$ cat src/sv/mwuf_pkg.sv
`timescale 1ns / 1ps
// Shared types and constants for the maze wall union-find unit.
// No dependencies.
package mwuf_pkg;

    localparam int MAX_GRID_DEF = 16;
    localparam int WALL_W       = 10;
    localparam int GRID_W       = 5;
    localparam logic [GRID_W-1:0] GRID_RESET = 5'd8;
    localparam logic [2:0] REG_GRID_ADDR = 3'd0;

    typedef enum logic [2:0] {
        S_CLEAR,
        S_IDLE,
        S_WALK,
        S_DIV,
        S_ADDR,
        S_JOIN1,
        S_JOIN2,
        S_RESTART
    } t_state;

    typedef enum logic [2:0] {
        F_PRE0,
        F_PRE1,
        F_C1,
        F_C2,
        F_POST0,
        F_POST1
    } t_step;

endpackage

$ cat src/sv/mwuf_ram.sv
`timescale 1ns / 1ps
// Generic simple dual-port RAM, one write port and one registered read port.
// No dependencies.
module mwuf_ram #(
    parameter int WIDTH = 8,
    parameter int DEPTH = 16
) (
    input  logic                     i_clk,
    input  logic                     i_we,
    input  logic [$clog2(DEPTH)-1:0] i_waddr,
    input  logic [WIDTH-1:0]         i_wdata,
    input  logic [$clog2(DEPTH)-1:0] i_raddr,
    output logic [WIDTH-1:0]         o_rdata
);
    logic [WIDTH-1:0] r_mem [DEPTH];
    logic [WIDTH-1:0] r_rdata;

    always_ff @(posedge i_clk) begin
        if (i_we) begin
            r_mem[i_waddr] <= i_wdata;
        end
        r_rdata <= r_mem[i_raddr];
    end

    assign o_rdata = r_rdata;
endmodule

$ cat src/sv/mwuf_div.sv
`timescale 1ns / 1ps
// Restoring divider, one quotient bit per cycle, for wall index by row pitch.
// Depends on mwuf_pkg.
module mwuf_div #(
    parameter int DW = 6
) (
    input  logic                        i_clk,
    input  logic                        i_rst_n,
    input  logic                        i_start,
    input  logic [mwuf_pkg::WALL_W-1:0] i_dividend,
    input  logic [DW-1:0]               i_divisor,
    output logic                        o_done,
    output logic [mwuf_pkg::WALL_W-1:0] o_quot,
    output logic [DW-1:0]               o_rem
);
    import mwuf_pkg::*;

    localparam int CNTW = $clog2(WALL_W + 1);

    logic [CNTW-1:0]   r_cnt;
    logic              r_done;
    logic [WALL_W-1:0] r_quo;
    logic [DW-1:0]     r_rem;
    logic [DW-1:0]     r_div;
    logic [DW:0]       trial;
    logic              take;

    assign trial = {r_rem, r_quo[WALL_W-1]};
    assign take  = trial >= {1'b0, r_div};

    always_ff @(posedge i_clk) begin
        if (!i_rst_n) begin
            r_cnt  <= '0;
            r_done <= 1'b0;
        end else begin
            r_done <= 1'b0;
            if (i_start) begin
                r_cnt <= CNTW'(WALL_W);
            end else if (r_cnt != '0) begin
                r_cnt  <= r_cnt - CNTW'(1);
                r_done <= (r_cnt == CNTW'(1));
            end
        end
    end

    always_ff @(posedge i_clk) begin
        if (i_start) begin
            r_quo <= i_dividend;
            r_rem <= '0;
            r_div <= i_divisor;
        end else if (r_cnt != '0) begin
            r_quo <= {r_quo[WALL_W-2:0], take};
            r_rem <= take ? DW'(trial - {1'b0, r_div}) : DW'(trial);
        end
    end

    assign o_done = r_done;
    assign o_quot = r_quo;
    assign o_rem  = r_rem;
endmodule

$ cat src/sv/maze_wall_union_find_unit.sv
`timescale 1ns / 1ps
// Maze wall union-find unit: disjoint-set table in one RAM, walked one hop per cycle.
// Once complete, a start is answered in the cycle after it; else an item runs up to six finds
// (pre-check pair, both cells, post-check pair) with a divide after the pre-check pair; the
// join is skipped when the cells share a root, and a rejected wall ends after the divide.
// One item at a time; busy drops in the cycle of the result strobe. Receiver cannot stall.
// Reset (synchronous) clears the table by a sweep over all MAX_GRID*MAX_GRID cells, busy high.
// Depends on mwuf_pkg, mwuf_ram, mwuf_div.
module maze_wall_union_find_unit #(
    parameter int MAX_GRID = mwuf_pkg::MAX_GRID_DEF
) (
    input  logic                        i_clk,
    input  logic                        i_rst_n,
    input  logic                        start,
    output logic                        busy,
    input  logic [mwuf_pkg::WALL_W-1:0] i_wall_index,
    output logic                        o_strobe,
    output logic                        o_valid_wall,
    output logic                        o_removed,
    output logic                        o_complete,
    input  logic                        psel,
    input  logic                        penable,
    input  logic                        pwrite,
    input  logic [2:0]                  paddr,
    input  logic [31:0]                 pwdata,
    output logic [31:0]                 prdata,
    output logic                        pready
);
    import mwuf_pkg::*;

    localparam int CELLS = MAX_GRID * MAX_GRID;
    localparam int CW    = $clog2(CELLS);
    localparam int EW    = $clog2(CELLS + 1) + 1;
    localparam int NW    = $clog2(MAX_GRID + 1);
    localparam int DW    = NW + 1;
    localparam int TW    = 2 * NW + 2;
    localparam int XW    = (TW > WALL_W) ? TW : WALL_W;
    localparam int PW    = WALL_W + NW;

    t_state r_state, n_state;
    t_step  r_step, n_step;
    logic [CW-1:0]     r_cur, n_cur;
    logic [CW-1:0]     r_root_a, n_root_a, r_root_b, n_root_b, r_c2, n_c2, r_clr;
    logic [EW-1:0]     r_rank_a, n_rank_a, r_rank_b, n_rank_b;
    logic [WALL_W-1:0] r_wall;
    logic [GRID_W-1:0] r_grid;
    logic r_done, n_done, r_strobe, n_strobe, r_valid, n_valid, r_removed, n_removed;

    logic          ram_we;
    logic [CW-1:0] ram_waddr;
    logic [EW-1:0] ram_wdata, ram_rdata;
    logic          hit, same_root;
    logic          div_start, div_done;
    logic [WALL_W-1:0] div_quot;
    logic [DW-1:0]     div_rem;

    logic [NW-1:0]   side;
    logic [2*NW-1:0] nn;
    logic [CW-1:0]   last_cell;
    logic [TW-1:0]   tot;
    logic            wall_ok, col_lo;
    logic [WALL_W-1:0] mrow;
    logic [PW-1:0]   prod, c1, c2;

    mwuf_ram #(.WIDTH(EW), .DEPTH(CELLS)) u_table (
        .i_clk   (i_clk),
        .i_we    (ram_we),
        .i_waddr (ram_waddr),
        .i_wdata (ram_wdata),
        .i_raddr (n_cur),
        .o_rdata (ram_rdata)
    );

    mwuf_div #(.DW(DW)) u_div (
        .i_clk      (i_clk),
        .i_rst_n    (i_rst_n),
        .i_start    (div_start),
        .i_dividend (r_wall),
        .i_divisor  ({side, 1'b1}),
        .o_done     (div_done),
        .o_quot     (div_quot),
        .o_rem      (div_rem)
    );

    always_comb begin
        if (r_grid == '0) begin
            side = NW'(1);
        end else if (r_grid > MAX_GRID) begin
            side = NW'(MAX_GRID);
        end else begin
            side = NW'(r_grid);
        end
    end

    assign nn        = (2*NW)'(side) * (2*NW)'(side);
    assign last_cell = CW'(nn - (2*NW)'(1));
    assign tot       = {1'b0, nn + (2*NW)'(side), 1'b0};

    // div results: row in quotient, column in remainder
    assign wall_ok = (XW'(r_wall) >= XW'(side))
                  && (XW'(r_wall) < XW'(tot - TW'(side)))
                  && (div_rem != DW'(side))
                  && (div_rem != {side, 1'b0});
    assign col_lo  = div_rem < DW'(side);
    assign mrow    = col_lo ? div_quot - WALL_W'(1) : div_quot;
    assign prod    = PW'(mrow) * PW'(side);
    assign c1      = col_lo ? prod + PW'(div_rem)
                            : prod + PW'(div_rem) - PW'(side) - PW'(1);
    assign c2      = col_lo ? c1 + PW'(side) : c1 + PW'(1);

    assign hit       = !($signed(ram_rdata) > $signed(EW'(0)));
    assign same_root = (r_cur == r_root_a);

    // next state
    always_comb begin
        n_state = r_state;
        unique case (r_state)
            S_CLEAR:   if (r_clr == CW'(CELLS - 1)) n_state = S_IDLE;
            S_IDLE:    if (start && !r_done) n_state = S_WALK;
            S_WALK: begin
                if (hit) begin
                    case (r_step)
                        F_PRE1:  n_state = same_root ? S_IDLE : S_DIV;
                        F_C2:    n_state = same_root ? S_WALK : S_JOIN1;
                        F_POST1: n_state = S_IDLE;
                        default: n_state = S_WALK;
                    endcase
                end
            end
            S_DIV:     if (div_done) n_state = S_ADDR;
            S_ADDR:    n_state = wall_ok ? S_WALK : S_IDLE;
            S_JOIN1:   n_state = (r_rank_b == r_rank_a) ? S_JOIN2 : S_RESTART;
            S_JOIN2:   n_state = S_RESTART;
            S_RESTART: n_state = S_WALK;
            default:   n_state = S_IDLE;
        endcase
    end

    // datapath and outputs
    always_comb begin
        n_step    = r_step;
        n_cur     = r_cur;
        n_root_a  = r_root_a;
        n_root_b  = r_root_b;
        n_rank_a  = r_rank_a;
        n_rank_b  = r_rank_b;
        n_c2      = r_c2;
        n_done    = r_done;
        n_strobe  = 1'b0;
        n_valid   = r_valid;
        n_removed = r_removed;
        ram_we    = 1'b0;
        ram_waddr = r_clr;
        ram_wdata = '0;
        div_start = 1'b0;
        unique case (r_state)
            S_CLEAR: begin
                ram_we = 1'b1;
            end
            S_IDLE: begin
                if (start) begin
                    if (r_done) begin
                        n_strobe  = 1'b1;
                        n_valid   = 1'b0;
                        n_removed = 1'b0;
                    end else begin
                        n_cur  = '0;
                        n_step = F_PRE0;
                    end
                end
            end
            S_WALK: begin
                if (!hit) begin
                    n_cur = CW'(ram_rdata - EW'(1));
                end else begin
                    case (r_step)
                        F_PRE0, F_POST0: begin
                            n_root_a = r_cur;
                            n_cur    = last_cell;
                            n_step   = (r_step == F_PRE0) ? F_PRE1 : F_POST1;
                        end
                        F_PRE1: begin
                            if (same_root) begin
                                n_done    = 1'b1;
                                n_strobe  = 1'b1;
                                n_valid   = 1'b0;
                                n_removed = 1'b0;
                            end else begin
                                div_start = 1'b1;
                            end
                        end
                        F_C1: begin
                            n_root_a = r_cur;
                            n_rank_a = ram_rdata;
                            n_cur    = r_c2;
                            n_step   = F_C2;
                        end
                        F_C2: begin
                            n_root_b  = r_cur;
                            n_rank_b  = ram_rdata;
                            n_removed = !same_root;
                            if (same_root) begin
                                n_cur  = '0;
                                n_step = F_POST0;
                            end
                        end
                        default: begin
                            n_done   = same_root;
                            n_strobe = 1'b1;
                        end
                    endcase
                end
            end
            S_ADDR: begin
                n_valid = wall_ok;
                if (wall_ok) begin
                    n_cur  = CW'(c1);
                    n_c2   = CW'(c2);
                    n_step = F_C1;
                end else begin
                    n_strobe  = 1'b1;
                    n_removed = 1'b0;
                end
            end
            S_JOIN1: begin
                ram_we = 1'b1;
                if ($signed(r_rank_b) < $signed(r_rank_a)) begin
                    ram_waddr = r_root_a;
                    ram_wdata = EW'(r_root_b) + EW'(1);
                end else if (r_rank_b == r_rank_a) begin
                    ram_waddr = r_root_a;
                    ram_wdata = r_rank_a - EW'(1);
                end else begin
                    ram_waddr = r_root_b;
                    ram_wdata = EW'(r_root_a) + EW'(1);
                end
            end
            S_JOIN2: begin
                ram_we    = 1'b1;
                ram_waddr = r_root_b;
                ram_wdata = EW'(r_root_a) + EW'(1);
            end
            S_RESTART: begin
                // write of the join has landed; start the post-check walk
                n_cur  = '0;
                n_step = F_POST0;
            end
            default: begin
            end
        endcase
    end

    always_ff @(posedge i_clk) begin
        if (!i_rst_n) begin
            r_state  <= S_CLEAR;
            r_step   <= F_PRE0;
            r_clr    <= '0;
            r_done   <= 1'b0;
            r_strobe <= 1'b0;
            r_grid   <= GRID_RESET;
        end else begin
            r_state  <= n_state;
            r_step   <= n_step;
            r_done   <= n_done;
            r_strobe <= n_strobe;
            if (r_state == S_CLEAR) begin
                r_clr <= r_clr + CW'(1);
            end
            if (psel && penable && pwrite && paddr == REG_GRID_ADDR) begin
                r_grid <= pwdata[GRID_W-1:0];
            end
        end
    end

    always_ff @(posedge i_clk) begin
        r_cur     <= n_cur;
        r_root_a  <= n_root_a;
        r_root_b  <= n_root_b;
        r_rank_a  <= n_rank_a;
        r_rank_b  <= n_rank_b;
        r_c2      <= n_c2;
        r_valid   <= n_valid;
        r_removed <= n_removed;
        if (r_state == S_IDLE && start) begin
            r_wall <= i_wall_index;
        end
    end

    assign busy         = (r_state != S_IDLE);
    assign o_strobe     = r_strobe;
    assign o_valid_wall = r_valid;
    assign o_removed    = r_removed;
    assign o_complete   = r_done;
    assign prdata       = {{(32 - GRID_W){1'b0}}, r_grid};
    assign pready       = 1'b1;

    a_removed_valid: assert property (@(posedge i_clk) disable iff (!i_rst_n)
        (o_strobe && o_removed) |-> o_valid_wall)
        else $error("removed wall reported as invalid");

    a_done_sticky: assert property (@(posedge i_clk) disable iff (!i_rst_n)
        r_done |=> r_done)
        else $error("completion flag dropped");

    a_beat_when_idle: assert property (@(posedge i_clk) disable iff (!i_rst_n)
        o_strobe |-> !busy)
        else $error("result beat while busy");

    a_write_states: assert property (@(posedge i_clk) disable iff (!i_rst_n)
        ram_we |-> (r_state == S_CLEAR || r_state == S_JOIN1 || r_state == S_JOIN2))
        else $error("table written outside clear or join");

endmodule
$ cat config.mk
export PLATFORM = sky130hd
export DESIGN_NAME = maze_wall_union_find_unit
export DESIGN_NICKNAME = d
export VERILOG_FILES = /design/src/sv/mwuf_pkg.sv /design/src/sv/mwuf_ram.sv /design/src/sv/mwuf_div.sv /design/src/sv/maze_wall_union_find_unit.sv
export SDC_FILE = /design/constraint.sdc
export NUM_CORES = 2
export LEC_CHECK = 0
export ABC_AREA = 1
export BUFFER_PORTS_ARGS = -buffer_cell sky130_fd_sc_hd__buf_4
export CAP_MARGIN = 20
export CORE_MARGIN = 1
export CORE_UTILIZATION = 60
export DETAILED_ROUTE_END_ITERATION = 12
export PLACE_DENSITY = 0.76
export SLEW_MARGIN = 40
export SYNTH_ARGS = -nofsm -noshare
export SYNTH_HDL_FRONTEND = slang
export SYNTH_SLANG_ARGS = --single-unit
$ cat constraint.sdc
create_clock -name i_clk -period 30.2 [get_ports i_clk]
set_input_delay 3.02 -clock i_clk [delete_from_list [all_inputs] [get_ports i_clk]]
set_output_delay 3.02 -clock i_clk [all_outputs]
set_load 0.005 [all_outputs]
# After elaboration in Yosys (flattened, before gate mapping)
# Memory sizes are Yosys's and may differ from the RTL's. A register that Yosys moved wholly into a read port is not among the register bits.
# Cells that the tools add are included.
# W data, S select, Z words.
[word_totals]
ff_bits = 111
mem_bits_rw = 2560
out_inout_bits = 38
mem_count = 1
[mem_list]
columns = ["memory", "words", "width", "read_ports", "rd_ports_with_merged_regs", "write_ports", "line_no", "text"]
rows = [
  ["u_table.r_mem", 256, 10, 1, 1, 1, "mwuf_ram.sv:15", "logic [WIDTH-1:0] r_mem [DEPTH];"],
]
[op_classes]
n_addsub = 16
n_mul = 2
n_lt_le_gt_ge = 7
eq_ne = 35
n_mux = 67
bitwise = 4
n_reduce_logical = 33
[op_table]
columns = ["cell", "n"]
rows = [
  ["$mux W8", 9],
  ["$mux W10", 5],
  ["$mux W3", 11],
  ["$pmux W8 S4", 1],
  ["$pmux W3 S8", 1],
  ["$pmux W8 S3", 1],
  ["$sub A8 B1 Y8 const B", 3],
  ["$mux W1", 21],
  ["$ne A2 B2 Y1 const B", 10],
  ["$pmux W10 S2", 1],
  ["$sub A10 B1 Y10 const B", 2],
  ["$add A8 B1 Y9 const B", 2],
  ["$eq A3 B3 Y1 const B", 6],
  ["$pmux W3 S3", 2],
  ["$add A8 B1 Y8 const B", 2],
  ["$pmux W8 S2", 1],
  ["$reduce_and A7 Y1", 2],
  ["$eq A3 B2 Y1 const B", 4],
  ["$lt A10 B12 Y1", 1],
  ["$pmux W3 S4", 1],
  ["$sub A11 B5 Y12", 1],
  ["$add A10 B5 Y10", 1],
  ["$eq A10 B10 Y1", 1],
  ["$ge A10 B5 Y1", 1],
  ["other kinds (44)", 74],
]

# Logic depth before layout (Yosys ltp)
[depth]
ltp_word = 12
mapped_depth = 47
mapped_depth_nobuf = 44

# By module
# From an unflattened synthesis, not the netlist that was laid out.
[hier_totals]
hier_cells = 10016
hier_area_um2 = 113750.3
[by_module_without_submodules]
columns = ["mod", "n_inst", "cells_each", "area_each_um2"]
rows = [
  ["mwuf_ram", 1, 8656, 103718.2],
  ["maze_wall_union_find_unit", 1, 1186, 8597.0],
  ["mwuf_div", 1, 174, 1435.1],
]

# Worst setup path before layout
# No wires, ideal clock.
[synth_timing]
path_kind = "register -> register"
from = "reg r_rank_a[9]"
to = "mem u_table.r_mem[0][7] (netlist name), data pin"
t_arrival_ps = 12328
required_time_ps = 27937
path_slack_ps = 15608
path_stages_with_launch = 13
n_path_buf = 0
cell_sequence = "edfxtp_1 > inv_1 > ha_1 > nand2_1 > nor2_1 > o211ai_1 > o2111ai_1 > or2_2 > nand2_1 > inv_1 > nor2_1 > nor2_1 > o32ai_1"
[synth_between]
elab_chain_len = 4
[synth_lines]
columns = ["element", "line_no", "text"]
rows = [
  ["from (decl)", "maze_wall_union_find_unit.sv:44", "logic [EW-1:0] r_rank_a, n_rank_a, r_rank_b, n_rank_b;"],
  ["from (signal assigned)", "maze_wall_union_find_unit.sv:279", "r_rank_a <= n_rank_a;"],
  ["branches (longest 2 deep; another with $lt A10 B10 Y1)", "-", ""],
  ["$mux W10 *", "maze_wall_union_find_unit.sv:227", "if ($signed(r_rank_b) < $signed(r_rank_a)) begin"],
  ["$pmux W10 S2 *", "maze_wall_union_find_unit.sv:156", "unique case (r_state)"],
  ["net ram_wdata[7]", "maze_wall_union_find_unit.sv:51", "logic [EW-1:0] ram_wdata, ram_rdata;"],
  ["to (decl)", "mwuf_ram.sv:15", ""],
]
# Mark *: on every way through the listed nets, which the timed path passes.

# Final worst setup path
[layout_timing]
from = "reg r_grid[4]"
to = "reg u_table.r_rdata[7] (netlist: u_table.o_rdata[7]) (read register of u_table.r_mem)"
[layout_between]
elab_chain_len = 12
[layout_lines]
columns = ["element", "line_no", "text"]
rows = [
  ["from (decl)", "maze_wall_union_find_unit.sv:46", "logic [GRID_W-1:0] r_grid;"],
  ["from (signal assigned)", "maze_wall_union_find_unit.sv:270", "r_grid <= pwdata[GRID_W-1:0];"],
  ["$gt A5 B5 Y1", "maze_wall_union_find_unit.sv:88", "end else if (r_grid > MAX_GRID) begin"],
  ["$mux W5", "maze_wall_union_find_unit.sv:88", ""],
  ["$mux W5 *", "maze_wall_union_find_unit.sv:86", "if (r_grid == '0) begin"],
  ["net side[1]", "maze_wall_union_find_unit.sv:57", "logic [NW-1:0] side;"],
  ["$lt A6 B5 Y1 / $mul A5 B5 Y10 (equally long branches)", "maze_wall_union_find_unit.sv:104, maze_wall_union_find_unit.sv:95", ""],
  ["$mux W10 / $add A10 B5 Y10 (equally long branches)", "maze_wall_union_find_unit.sv:105, maze_wall_union_find_unit.sv:97", ""],
  ["$mul A10 B5 Y8 / $sub A11 B5 Y12 (equally long branches)", "maze_wall_union_find_unit.sv:106, maze_wall_union_find_unit.sv:101", ""],
  ["$add A8 B6 Y8 / $lt A10 B12 Y1 (equally long branches)", "maze_wall_union_find_unit.sv:107, maze_wall_union_find_unit.sv:108, maze_wall_union_find_unit.sv:101", ""],
  ["$sub A8 B5 Y8 / $logic_and A1 B1 Y1 (equally long branches)", "maze_wall_union_find_unit.sv:108, maze_wall_union_find_unit.sv:101", ""],
  ["$sub A8 B1 Y8 / $logic_and A1 B1 Y1 (equally long branches)", "maze_wall_union_find_unit.sv:108, maze_wall_union_find_unit.sv:102", ""],
  ["$mux W8 / $logic_and A1 B1 Y1 (equally long branches)", "maze_wall_union_find_unit.sv:107, maze_wall_union_find_unit.sv:103", ""],
  ["$mux W8", "maze_wall_union_find_unit.sv:216", "if (wall_ok) begin"],
  ["$pmux W8 S4 *", "maze_wall_union_find_unit.sv:156", ""],
  ["to (decl)", "mwuf_ram.sv:16", "logic [WIDTH-1:0] r_rdata;"],
]
# Mark *: on every way through the listed nets, which the timed path passes. The rest lies on a longest branch.
# A chain may end at the register's enable or synchronous reset.

==> flow_summary.ini <==
[run_status]
run_status = finished clean

[global_route]
grt_usage_pct = 31.8
antenna_found_initial = 6
grt_overflow = 0
grt_pass1_vias = 81192
grt_pass1_wl_um = 492000
grt_start_max_net_pins = 196

[cts]
cts_buffer_depth = 4
clk_pin_slew_ns = 0.06
clock-sinks = 2681
ctsResizeCount = 0
cts_tree = built
cts_setup_buffers = 0
cts-buffers-inserted = 288
htree_levels = 5
cts.hold.buffers_added = 0
root_buffer = clkbuf_16
clock_latency_ns = 0.96

[timing]
rsz0062_at_grt = false
fin_ws_ns = 18.77
slew_violations = 0
worst_pin_slew_ns = 0.988
fin_worst_skew_ns = 0.0562
period_share_pct = 37.8
tns_ns = 0
hold_slack_ns = 0.480
max_freq_ghz = 0.0875
setup_viol = 0
finalCriticalPeriod_ns = 11.43
relSlewSlack_pct = 34.1
hold_viol = 0

[cells_and_area]
final_cell_mix = 2631 x edfxtp_1, 2370 x nand2_1, 2282 x nand3_1, 1420 x inv_1, 722 x nand3b_1
final_common_cell = edfxtp_1
finalNonFillerCells = 13912
area_growth_pct = 9.04
drive_gt1_share_pct = 8.03
final_nets = 11200

[drt]
ant_nets = 0
drt_iter0_markers = 12416
dr.pass1.iters = 9
vias = 84883
routed_wl_um = 330000
avgRoutedWirePerCell_um = 23.7
drc_errors = 0
via_per_inst = 6.10

[logic_synthesis]
netlist_area_um2 = 122000
synth_cell_types = 59
synth-main-ff-cell = edfxtp_1
synth-edff-count = 2631
syn_inst = 11271
synth_seq_area_share_pct = 65.7
syn_avg_cell_area_um2 = 10.8
ys_ff_latch = 2681
postSynth.asyncResetShare_pct = 0
synth_warnings = 0

[power_and_ir_drop]
p_total_mw = 10.8
p_per_area_nw_per_um2 = 81.5
irDropWorstVdd_mv = 0.0617
p_leak_nw = 52.1

[die]
die_area_um2 = 205000
coreArea_um2 = 202000
die_y_um = 453
die_w_um = 453
rows = 165
top_level_ports = 89
initial_utilization_pct = 60.3

[placed_design]
place_inst = 13414
dp_hpwl_um = 182000
io_buffers = 33
place_ws_ns = 19.32
globalplace.congestion = 0.904

[setup_path]
worstSetupStartpointType = flip-flop
setup.worst_path.end_class = flip-flop
cp.arrival_ns = 12.28
critPathMaxFanout = 164
required_ns = 31.05
crit_path_top_delay_cell = buf_4
path_class = flip-flop to flip-flop
cp_common_cell = nand2_1
ff2ff_setup_slack_ns = 18.77
slowest_delay_ns = 0.74

[job]
drv_cap = 0

[min_path]
worstHoldPathType = flip-flop to flip-flop
synthesized netlist by cell type, drive strengths merged, types with 6 or more instances:
| cell | count | area, um2 |
|---|---|---|
| clkbuf | 264 | 1000 |
| buf | 457 | 2980 |
| or2 | 9 | 56.3 |
| fa | 21 | 420 |
| nand2 | 2414 | 9150 |
| nand4 | 20 | 125 |
| edfxtp | 2631 | 79000 |
| xor2 | 41 | 359 |
| a211oi | 7 | 52.6 |
| nand3b | 722 | 5420 |
| o2111ai | 8 | 70.1 |
| dfxtp | 50 | 1000 |
| a31oi | 6 | 37.5 |
| a21oi | 87 | 439 |
| ha | 87 | 1090 |
| nand3 | 2285 | 11400 |
| o22ai | 12 | 75.1 |
| o211ai | 145 | 1140 |
| xnor2 | 18 | 158 |
| o21ai | 81 | 409 |
| nor3 | 24 | 130 |
| inv | 1431 | 5370 |
| nor2 | 411 | 1560 |
final timing paths:
kind	from	to	cells past startpoint
worst min-delay path	u_table.o_rdata[8]$_DFF_P_	r_rank_b[8]$_DFFE_PP_	0
worst max-delay path	r_grid[4]$_SDFFE_PN0P_	u_table.o_rdata[7]$_DFF_P_	45
worst max register to register	r_grid[4]$_SDFFE_PN0P_	u_table.o_rdata[7]$_DFF_P_	45
worst min register to register	u_table.o_rdata[8]$_DFF_P_	r_rank_b[8]$_DFFE_PP_	0
sequential cells by signal (all words and copies together) (netlist names), 4 cells and up:
signal,flops
u_table.r_mem,2560
r_rank_a,10
r_rank_b,10
r_wall,10
u_div.o_quot,10
u_table.o_rdata,10
r_c2,8
r_clr,8
r_cur,8
r_root_a,8
r_root_b,8
u_div.o_rem,6
r_grid,5
u_div.r_div,5
u_div.r_cnt,4
critical path, delay by kind of cell, from the launching register on:
family          cells  cell delay, ns
compound gates      3            0.53
xor+xnor            1            0.14
fa+ha+maj           5            1.84
buf+inv            10            3.13
flops               1            0.67
simple gates       26            4.48
metrics by stage:
stage / utilization (%) / area [um2]
6_report: 65.8 / 133000
3_5_place_dp: 61.2 / 124000
4_1_cts: 65.5 / 132000
5_1_grt: 65.8 / 133000
2_1_floorplan: - / 122000
3_3_place_gp: 60.8 / 123000
power by group:
group / internal [mW] / switching [mW]
sequential: 4.08 / 0.0423
combinational: 0.922 / 2.46
clock: 1.90 / 1.41
total: 6.91 / 3.92
routing by layer:
metal / up-vias / share of wire [%] / track usage (%) / wire [um]
li1: 37985 / - / - / -
met1: 40751 / 37 / 42.3 / 122000
met2: 5296 / 46 / 49.3 / 153000
met3: 845 / 12 / 8.30 / 40100
met4: 6 / 4.5 / 14.5 / 14900
met5: - / 0.011 / 0 / 37
logic make-up after synthesis:
kind of cell,share of synthesized area (%)
and+or+nand+nor,23.0
AOI/OAI and AO/OA,1.97
buffers and inverters,7.69
adders and majority gates,1.24
xor gates and xnor gates,0.424
DFF,65.7
other,0.00617
area by class of cell:
cell class / instances / area [um2]
multi-input combinational: 6463 / 33400
fill: 14271 / 69100
sequential: 2681 / 80000
tap: 2672 / 3340
clock inverter: 132 / 1030
inverter: 1435 / 5420
antenna: 3 / 7.51
timing repair buffer: 172 / 1970
clock buffer: 354 / 7610
Note: power is estimated with default switching activity, not from simulation.
